File: src/rtl/cba_pkg.sv
`timescale 1ns / 1ps
package cba_pkg;

  // Configuration port geometry
  localparam int CFG_INDEX_W    = 4;
  localparam int CFG_DATA_W     = 11;
  localparam int NUM_BLOCKS_W   = 9;
  localparam int BLOCK_SIZE_W   = 11;

  // Register indexes
  localparam logic [CFG_INDEX_W-1:0] REG_NUM_BLOCKS = CFG_INDEX_W'(0);
  localparam logic [CFG_INDEX_W-1:0] REG_BLOCK_SIZE = CFG_INDEX_W'(1);

  // Register reset values
  localparam logic [NUM_BLOCKS_W-1:0] NUM_BLOCKS_RST = NUM_BLOCKS_W'(8);
  localparam logic [BLOCK_SIZE_W-1:0] BLOCK_SIZE_RST = BLOCK_SIZE_W'(1);

  // Divider status towards the controller
  typedef struct packed {
    logic busy;
    logic done;
  } div_stat_t;

endpackage

File: src/rtl/cba_div.sv
`timescale 1ns / 1ps
module cba_div #(
  parameter int SAMPLE_WIDTH = 16,
  parameter int ACC_W        = 24,
  parameter int DIV_W        = 9
) (
  input  logic                           clk,
  input  logic                           rst_n,
  input  logic                           start,
  input  logic signed [ACC_W-1:0]        dividend_re,
  input  logic signed [ACC_W-1:0]        dividend_im,
  input  logic [DIV_W-1:0]               divisor,
  output logic signed [SAMPLE_WIDTH-1:0] quot_re,
  output logic signed [SAMPLE_WIDTH-1:0] quot_im,
  output cba_pkg::div_stat_t             stat
);
  import cba_pkg::*;

  localparam int MAG_W = ACC_W + 1;
  localparam int HI_W  = MAG_W - SAMPLE_WIDTH;
  localparam int CNT_W = $clog2(SAMPLE_WIDTH + 1);

  logic signed [ACC_W-1:0]        dvd      [2];
  logic signed [MAG_W-1:0]        ext      [2];
  logic [MAG_W-1:0]               mag      [2];
  logic [HI_W:0]                  trial    [2];
  logic                           ge       [2];
  logic [HI_W-1:0]                rem_r    [2];
  logic [HI_W-1:0]                rem_nxt  [2];
  logic [SAMPLE_WIDTH-1:0]        lo_r     [2];
  logic [SAMPLE_WIDTH-1:0]        lo_nxt   [2];
  logic                           neg_r    [2];
  logic [SAMPLE_WIDTH-1:0]        quot     [2];
  logic [HI_W:0]                  dvs_r;
  logic [CNT_W-1:0]               cnt_r;
  logic                           busy_r;
  logic                           done_r;

  assign dvd[0] = dividend_re;
  assign dvd[1] = dividend_im;

  // Restoring division on magnitudes, one quotient bit per lane per cycle.
  // The high part starts below the divisor since |sum| <= n * 2^(SAMPLE_WIDTH-1).
  always_comb begin
    for (int l = 0; l < 2; l++) begin
      ext[l]     = MAG_W'(dvd[l]);
      mag[l]     = ext[l][MAG_W-1] ? (~ext[l] + MAG_W'(1)) : ext[l];
      trial[l]   = {rem_r[l], lo_r[l][SAMPLE_WIDTH-1]};
      ge[l]      = (trial[l] >= dvs_r);
      rem_nxt[l] = ge[l] ? HI_W'(trial[l] - dvs_r) : trial[l][HI_W-1:0];
      lo_nxt[l]  = {lo_r[l][SAMPLE_WIDTH-2:0], ge[l]};
      quot[l]    = neg_r[l] ? (~lo_r[l] + SAMPLE_WIDTH'(1)) : lo_r[l];
    end
  end

  always_ff @(posedge clk) begin
    if (!rst_n) begin
      busy_r <= 1'b0;
      done_r <= 1'b0;
      cnt_r  <= '0;
    end else if (start) begin
      busy_r <= 1'b1;
      done_r <= 1'b0;
      cnt_r  <= CNT_W'(SAMPLE_WIDTH);
    end else if (busy_r) begin
      cnt_r <= cnt_r - CNT_W'(1);
      if (cnt_r == CNT_W'(1)) begin
        busy_r <= 1'b0;
        done_r <= 1'b1;
      end
    end
  end

  always_ff @(posedge clk) begin
    if (start) begin
      dvs_r <= (HI_W + 1)'(divisor);
      for (int l = 0; l < 2; l++) begin
        neg_r[l] <= ext[l][MAG_W-1];
        rem_r[l] <= mag[l][MAG_W-1:SAMPLE_WIDTH];
        lo_r[l]  <= mag[l][SAMPLE_WIDTH-1:0];
      end
    end else if (busy_r) begin
      for (int l = 0; l < 2; l++) begin
        rem_r[l] <= rem_nxt[l];
        lo_r[l]  <= lo_nxt[l];
      end
    end
  end

  assign quot_re   = quot[0];
  assign quot_im   = quot[1];
  assign stat.busy = busy_r;
  assign stat.done = done_r;

endmodule

File: config.mk
export PLATFORM = sky130hd
export DESIGN_NAME = cba_div
export DESIGN_NICKNAME = d
export VERILOG_FILES = /design/src/rtl/cba_pkg.sv /design/src/rtl/cba_div.sv
export SDC_FILE = /design/constraint.sdc
export NUM_CORES = 1
export LEC_CHECK = 0
export ABC_AREA = 1
export BUFFER_PORTS_ARGS = -buffer_cell sky130_fd_sc_hd__clkbuf_2
export CORE_ASPECT_RATIO = 0.75
export CORE_MARGIN = 4
export CORE_UTILIZATION = 63
export CTS_CLUSTER_SIZE = 28
export DETAILED_ROUTE_END_ITERATION = 10
export HOLD_SLACK_MARGIN = 0.02
export PLACE_DENSITY = 0.91
export SLEW_MARGIN = 20
export SYNTH_ARGS = -nofsm -noshare
export SYNTH_HDL_FRONTEND = slang
export SYNTH_SLANG_ARGS = --single-unit
File: constraint.sdc
create_clock -name clk -period 3.4 [get_ports clk]
set_input_delay 0.68 -clock clk [delete_from_list [all_inputs] [get_ports clk]]
set_output_delay 0.68 -clock clk [all_outputs]
set_load 0.01 [all_outputs]
* Word-level counts from Yosys, hierarchy flattened
Memories as Yosys holds them, arrays and structs flattened.
Index checks and enable logic that the tools add are counted.
** Storage, ports and cells
- Logic and storage cells :: 50
- Input bits :: 60
- Bits in writable memories :: 52
- Register bits after elaboration :: 16
- Output and inout port bits :: 34
- Memories :: 3
** Operators by class
- $lt $le $gt $ge :: 2
- Bitwise gates (word level) :: 9
- Equality and inequality tests :: 1
- Mux-type cells :: 20
- Reduce and logical (&&, ||, !) cells :: 3
- Add/sub/neg operators :: 7
** Memories
- lo_r :: depth 2, width 16, read ports 2, clocked after memory_dff 0, wr ports 2, RTL line cba_div.sv:30 : logic [SAMPLE_WIDTH-1:0] lo_r [2];
- rem_r :: depth 2, width 9, read ports 2, clocked after memory_dff 0, wr ports 2, RTL line cba_div.sv:28 : logic [HI_W-1:0] rem_r [2];
- neg_r :: depth 2, width 1, read ports 2, clocked after memory_dff 0, wr ports 2, RTL line cba_div.sv:32 : logic neg_r [2];
** Operators with widths (number)
- 16-bit two-way mux :: 4
- 25-bit by 2-bit adder with 25-bit output, second input constant :: 2
- 25-bit two-way mux :: 2
- 24-bit inverter with 25-bit output :: 2
- 9-bit two-way mux :: 4
- 16-bit by 1-bit adder with 16-bit output, second input constant :: 2
- 16-bit inverter :: 2
- 10-bit by 9-bit >= comparator with 1-bit output :: 2
- 9-bit subtractor :: 2
- 5-bit two-way mux :: 2
- 1-bit two-way mux :: 8
- 5-bit by 1-bit == test with 1-bit output, second input constant :: 1
- 5-bit by 1-bit subtractor with 5-bit output, second input constant :: 1
- 1-bit bitwise OR :: 4
- 2-bit AND reduction :: 1
- 2-bit nonzero test :: 1
- 2-bit OR reduction :: 1
- 1-bit inverter :: 1

* Longest topological paths before layout
- Depth in word-level cells :: 4
- Mapped depth :: 13
- Gate-level depth less buffers :: 12

* Worst setup path before layout
Ideal clock, no wire load.
- Kind :: input to register
- Start point :: in start
- End point :: mem lo_r[0][0], enable pin
- Setup slack :: 1.193 ns
- Data required time :: 2.991 ns
- Buffers on the path :: 0
- Stages on the path :: 2
- Setup time :: 0.409 ns
- Arrival time :: 1.797 ns
- Path through :: inv_1 nand2_1
** RTL lines
- start: declaration :: RTL line cba_div.sv:9 : input logic start,
- end: declaration :: RTL line cba_div.sv:30

==> flow_metrics.env <==
export IMPL_postLayoutCellArea_um2=6924
export IMPL_leakagePower_nw=3.589
export IMPL_fin_setup_tns_ns=0
export IMPL_required_ns=2.72
export IMPL_cts_setup_buffers=0
export IMPL_post_drt_via_cell_ratio=5.519
export IMPL_grt_pass1_vias=5392
export IMPL_start_util_pct=66.17
export IMPL_grt_ovfl_total=0
export IMPL_status="finished, final reports clean"
export IMPL_num_antenna_cells=0
export IMPL_startpoint_type="flip-flop"
export IMPL_synth_cell_types=38
export IMPL_switching_share_pct=35.10
export IMPL_yosysTopAreaCellShare_pct=29.86
export IMPL_p_comb_share_pct=33.8
export IMPL_wl_um=15370
export IMPL_p_per_area_nw_per_um2=428.5
export IMPL_grt_max_degree=52
export IMPL_crit_path_max_incr_delay_ns=0.37
export IMPL_setup_viol_count_final=0
export IMPL_yosys_area_top_type="edfxtp_1"
export IMPL_slew_headroom_pct=55.02
export IMPL_clk_latency_ns=0.34
export IMPL_ys_top_cells_by_count="nand2_1, inv_1, nand3_1"
export IMPL_hold_viol_final=0
export IMPL_p_sw_mw=1.041
export IMPL_antenna_found_initial=0
export IMPL_min_path_cells=2
export IMPL_clkPwrFrac_pct=29.2
export IMPL_die_h_um=93.46
export IMPL_grt_pass1_wl_um=25030
export IMPL_fmax_ghz=0.3751
export IMPL_h_tree_depth=3
export IMPL_hp_class="flip-flop to flip-flop"
export IMPL_syn_avg_cell_area_um2=6.675
export IMPL_ios=94
export IMPL_clock_path_buffers=2
export IMPL_synth_area_leaders="edfxtp_1, nand2_1, nand3_1"
export IMPL_postLayoutCoreUtil_pct=74.68
export IMPL_synthCells=919
export IMPL_tightest_slew_ns=0.6746
export IMPL_period_minus_slack_ns=2.666
export IMPL_cp_end_kind="output port"
export IMPL_hold_buffers=0
export IMPL_wire_per_inst_um=13.56
export IMPL_holdCritStartpoint="done_r"
export IMPL_synthFlopType="edfxtp_1"
export IMPL_seq_power_share_pct=37.0
export IMPL_r2r_cells=11
export IMPL_min_to="done_r"
export IMPL_synth_async_reset_ratio_pct=0
export IMPL_crit_path_cell_trace="inv_1 > ha_1 > nand3_1 > nor2_1 > nand2_1 > nor2_1 > nand2_1 > nand2_1 > xor2_1 > clkbuf_2"
export IMPL_critical_path_max_fanout=5
export IMPL_rsz0062_at_grt="no"
export IMPL_drive_above_1_share_pct=13.43
export IMPL_drv_cap=0
export IMPL_r2r_end="rem_r[0][4]"
export IMPL_synth_seq_cells=68
export IMPL_skew_ns=0.009589
export IMPL_syn_nets=1005
export IMPL_internal_power_mw=1.925
export IMPL_cts_tree="yes"
export IMPL_crit_slowest_cell="edfxtp_1"
export IMPL_nNetsFinal=1086
export IMPL_synthesis_area_um2=6135
export IMPL_die_w_um=121.9
export IMPL_grt_use_total_pct=27.39
export IMPL_cts_resized=0
export IMPL_dr_pass1_iters=6
export IMPL_timing_final_max_slew_violations=0
export IMPL_r2r_setup_slack_ns=1.17
export IMPL_synth_warnings=0
export IMPL_cts_sinks=68
export IMPL_numCtsBuffers=9
export IMPL_yosysSeqAreaShare_pct=32.14
export IMPL_core_area_um2=9271
export IMPL_num_vias=6253
export IMPL_timing_hold_ws_ns=0.4721
export IMPL_numPortBuffers=93
export IMPL_synthMostInstantiatedCell="nand2_1"
export IMPL_timing_rr_start="lo_r[0][15]"
export IMPL_ir_worst_vdd_mv=0.3960
export IMPL_critPathKind="flip-flop to output port"
export IMPL_totalPowerFinal_mw=2.967
export IMPL_gp_congestion=0.9388
export IMPL_fp_row_count=30
export IMPL_synth_edf_count=61
export IMPL_arrival_ns=1.99
export IMPL_dieArea_um2=11400
export IMPL_synthToLayoutAreaGrowth_pct=12.87
export IMPL_drtIter0Drc=726
export IMPL_cts_root_buf="clkbuf_16"
export IMPL_period_share_pct=78.41
export IMPL_cpMostUsedCell="nand2_1"
export IMPL_detail_route_antenna_nets=0
export IMPL_drc_errors=0
export IMPL_clkSlewWorstSetupHoldPaths_ns=0.05
export IMPL_place_hpwl_um=11770
export IMPL_place_area_um2=6650
==> area by class of cell <==
type,instances,area (um^2)
well taps,128,160.2
multi-input cells,692,3531
inverters,133,499.2
repair buffers,96,488.0
clock inverters,2,10.01
flip-flops and latches,68,1972
fillers,759,2347
clock buffers,14,264.0
==> worst max-delay path by stage <==
| stage | end | from | cells past startpoint | slack [ns] |
|---|---|---|---|---|
| global placement | quot_re[10] | lo_r[0][0] | 10 | 1.19 |
| global route | quot_im[10] | lo_r[0][17] | 10 | 0.53 |
| finish | quot_im[10] | lo_r[0][16] | 10 | 0.73 |
| floorplan | lo_r[0][0] | start | 2 | 1.19 |
| detailed placement | quot_im[10] | lo_r[0][16] | 10 | 1.10 |
| CTS | quot_im[10] | lo_r[0][16] | 10 | 0.74 |
==> stage by stage <==
step / setup slack [ns] / std cells
final: 0.7340 / 1133
after CTS: 0.7351 / 1133
after detailed placement: 1.104 / 1117
after floorplan: 1.193 / 919
after global routing: 0.5324 / 1133
after global placement: 1.186 / 1117
==> cells by family after synthesis <==
kind of cell	share of synthesized area, %
simple gates	40.26
buf+inv	10.42
compound gates	6.200
flops	32.14
xor+xnor	5.425
fa+ha+maj	5.548
==> metal layers <==
metal | global-route usage, % | vias up | routed length (um)
met5 | 0 | - | 0
met4 | 7.649 | 0 | 274
met3 | 5.985 | 27 | 1511
met2 | 42.33 | 302 | 6838
met1 | 38.73 | 2798 | 6741
li1 | - | 3126 | -
==> layout by cell type, fill, tap and decap left out, drive strengths merged <==
cell type,n
buf,3
dfxtp,7
nor2,100
nand4,6
edfxtp,61
o31a,1
ha,24
nor3,9
o211ai,4
and2,4
a211oi,1
fa,2
xor2,33
clkinv,2
nand3b,14
clkbuf,107
nor4,3
and3,1
nand2,291
inv,133
o21bai,2
nand3,128
xnor2,5
or2,3
a31oi,1
a21oi,6
o21ai,49
o31ai,2
a21o,3
==> worst max-delay path: cells and delay by family (launching register included) <==
| kind | cells | cell delay (ns) |
|---|---|---|
| simple gates | 6 | 0.63 |
| xor+xnor | 1 | 0.18 |
| flops | 1 | 0.37 |
| fa+ha+maj | 1 | 0.19 |
| buf+inv | 2 | 0.28 |
==> power groups by stage <==
stage          Sequential, mW  Combinational (mW)  Clock [mW]
2_1_floorplan            1.08               0.728           0
3_3_place_gp             1.11               0.957           0
3_5_place_dp             1.11               0.984           0
4_1_cts                  1.10               0.996       0.879
5_1_grt                  1.11                1.13       0.907
6_report                 1.10                1.00       0.865
==> flip-flops by register name (all words and copies together) (netlist names) <==
| name | flops |
|---|---|
| done_r | 1 |
| busy_r | 1 |
| dvs_r | 9 |
| neg_r | 2 |
| cnt_r | 5 |
| rem_r | 18 |
| lo_r | 32 |
Note: power is estimated with default switching activity, not from simulation.
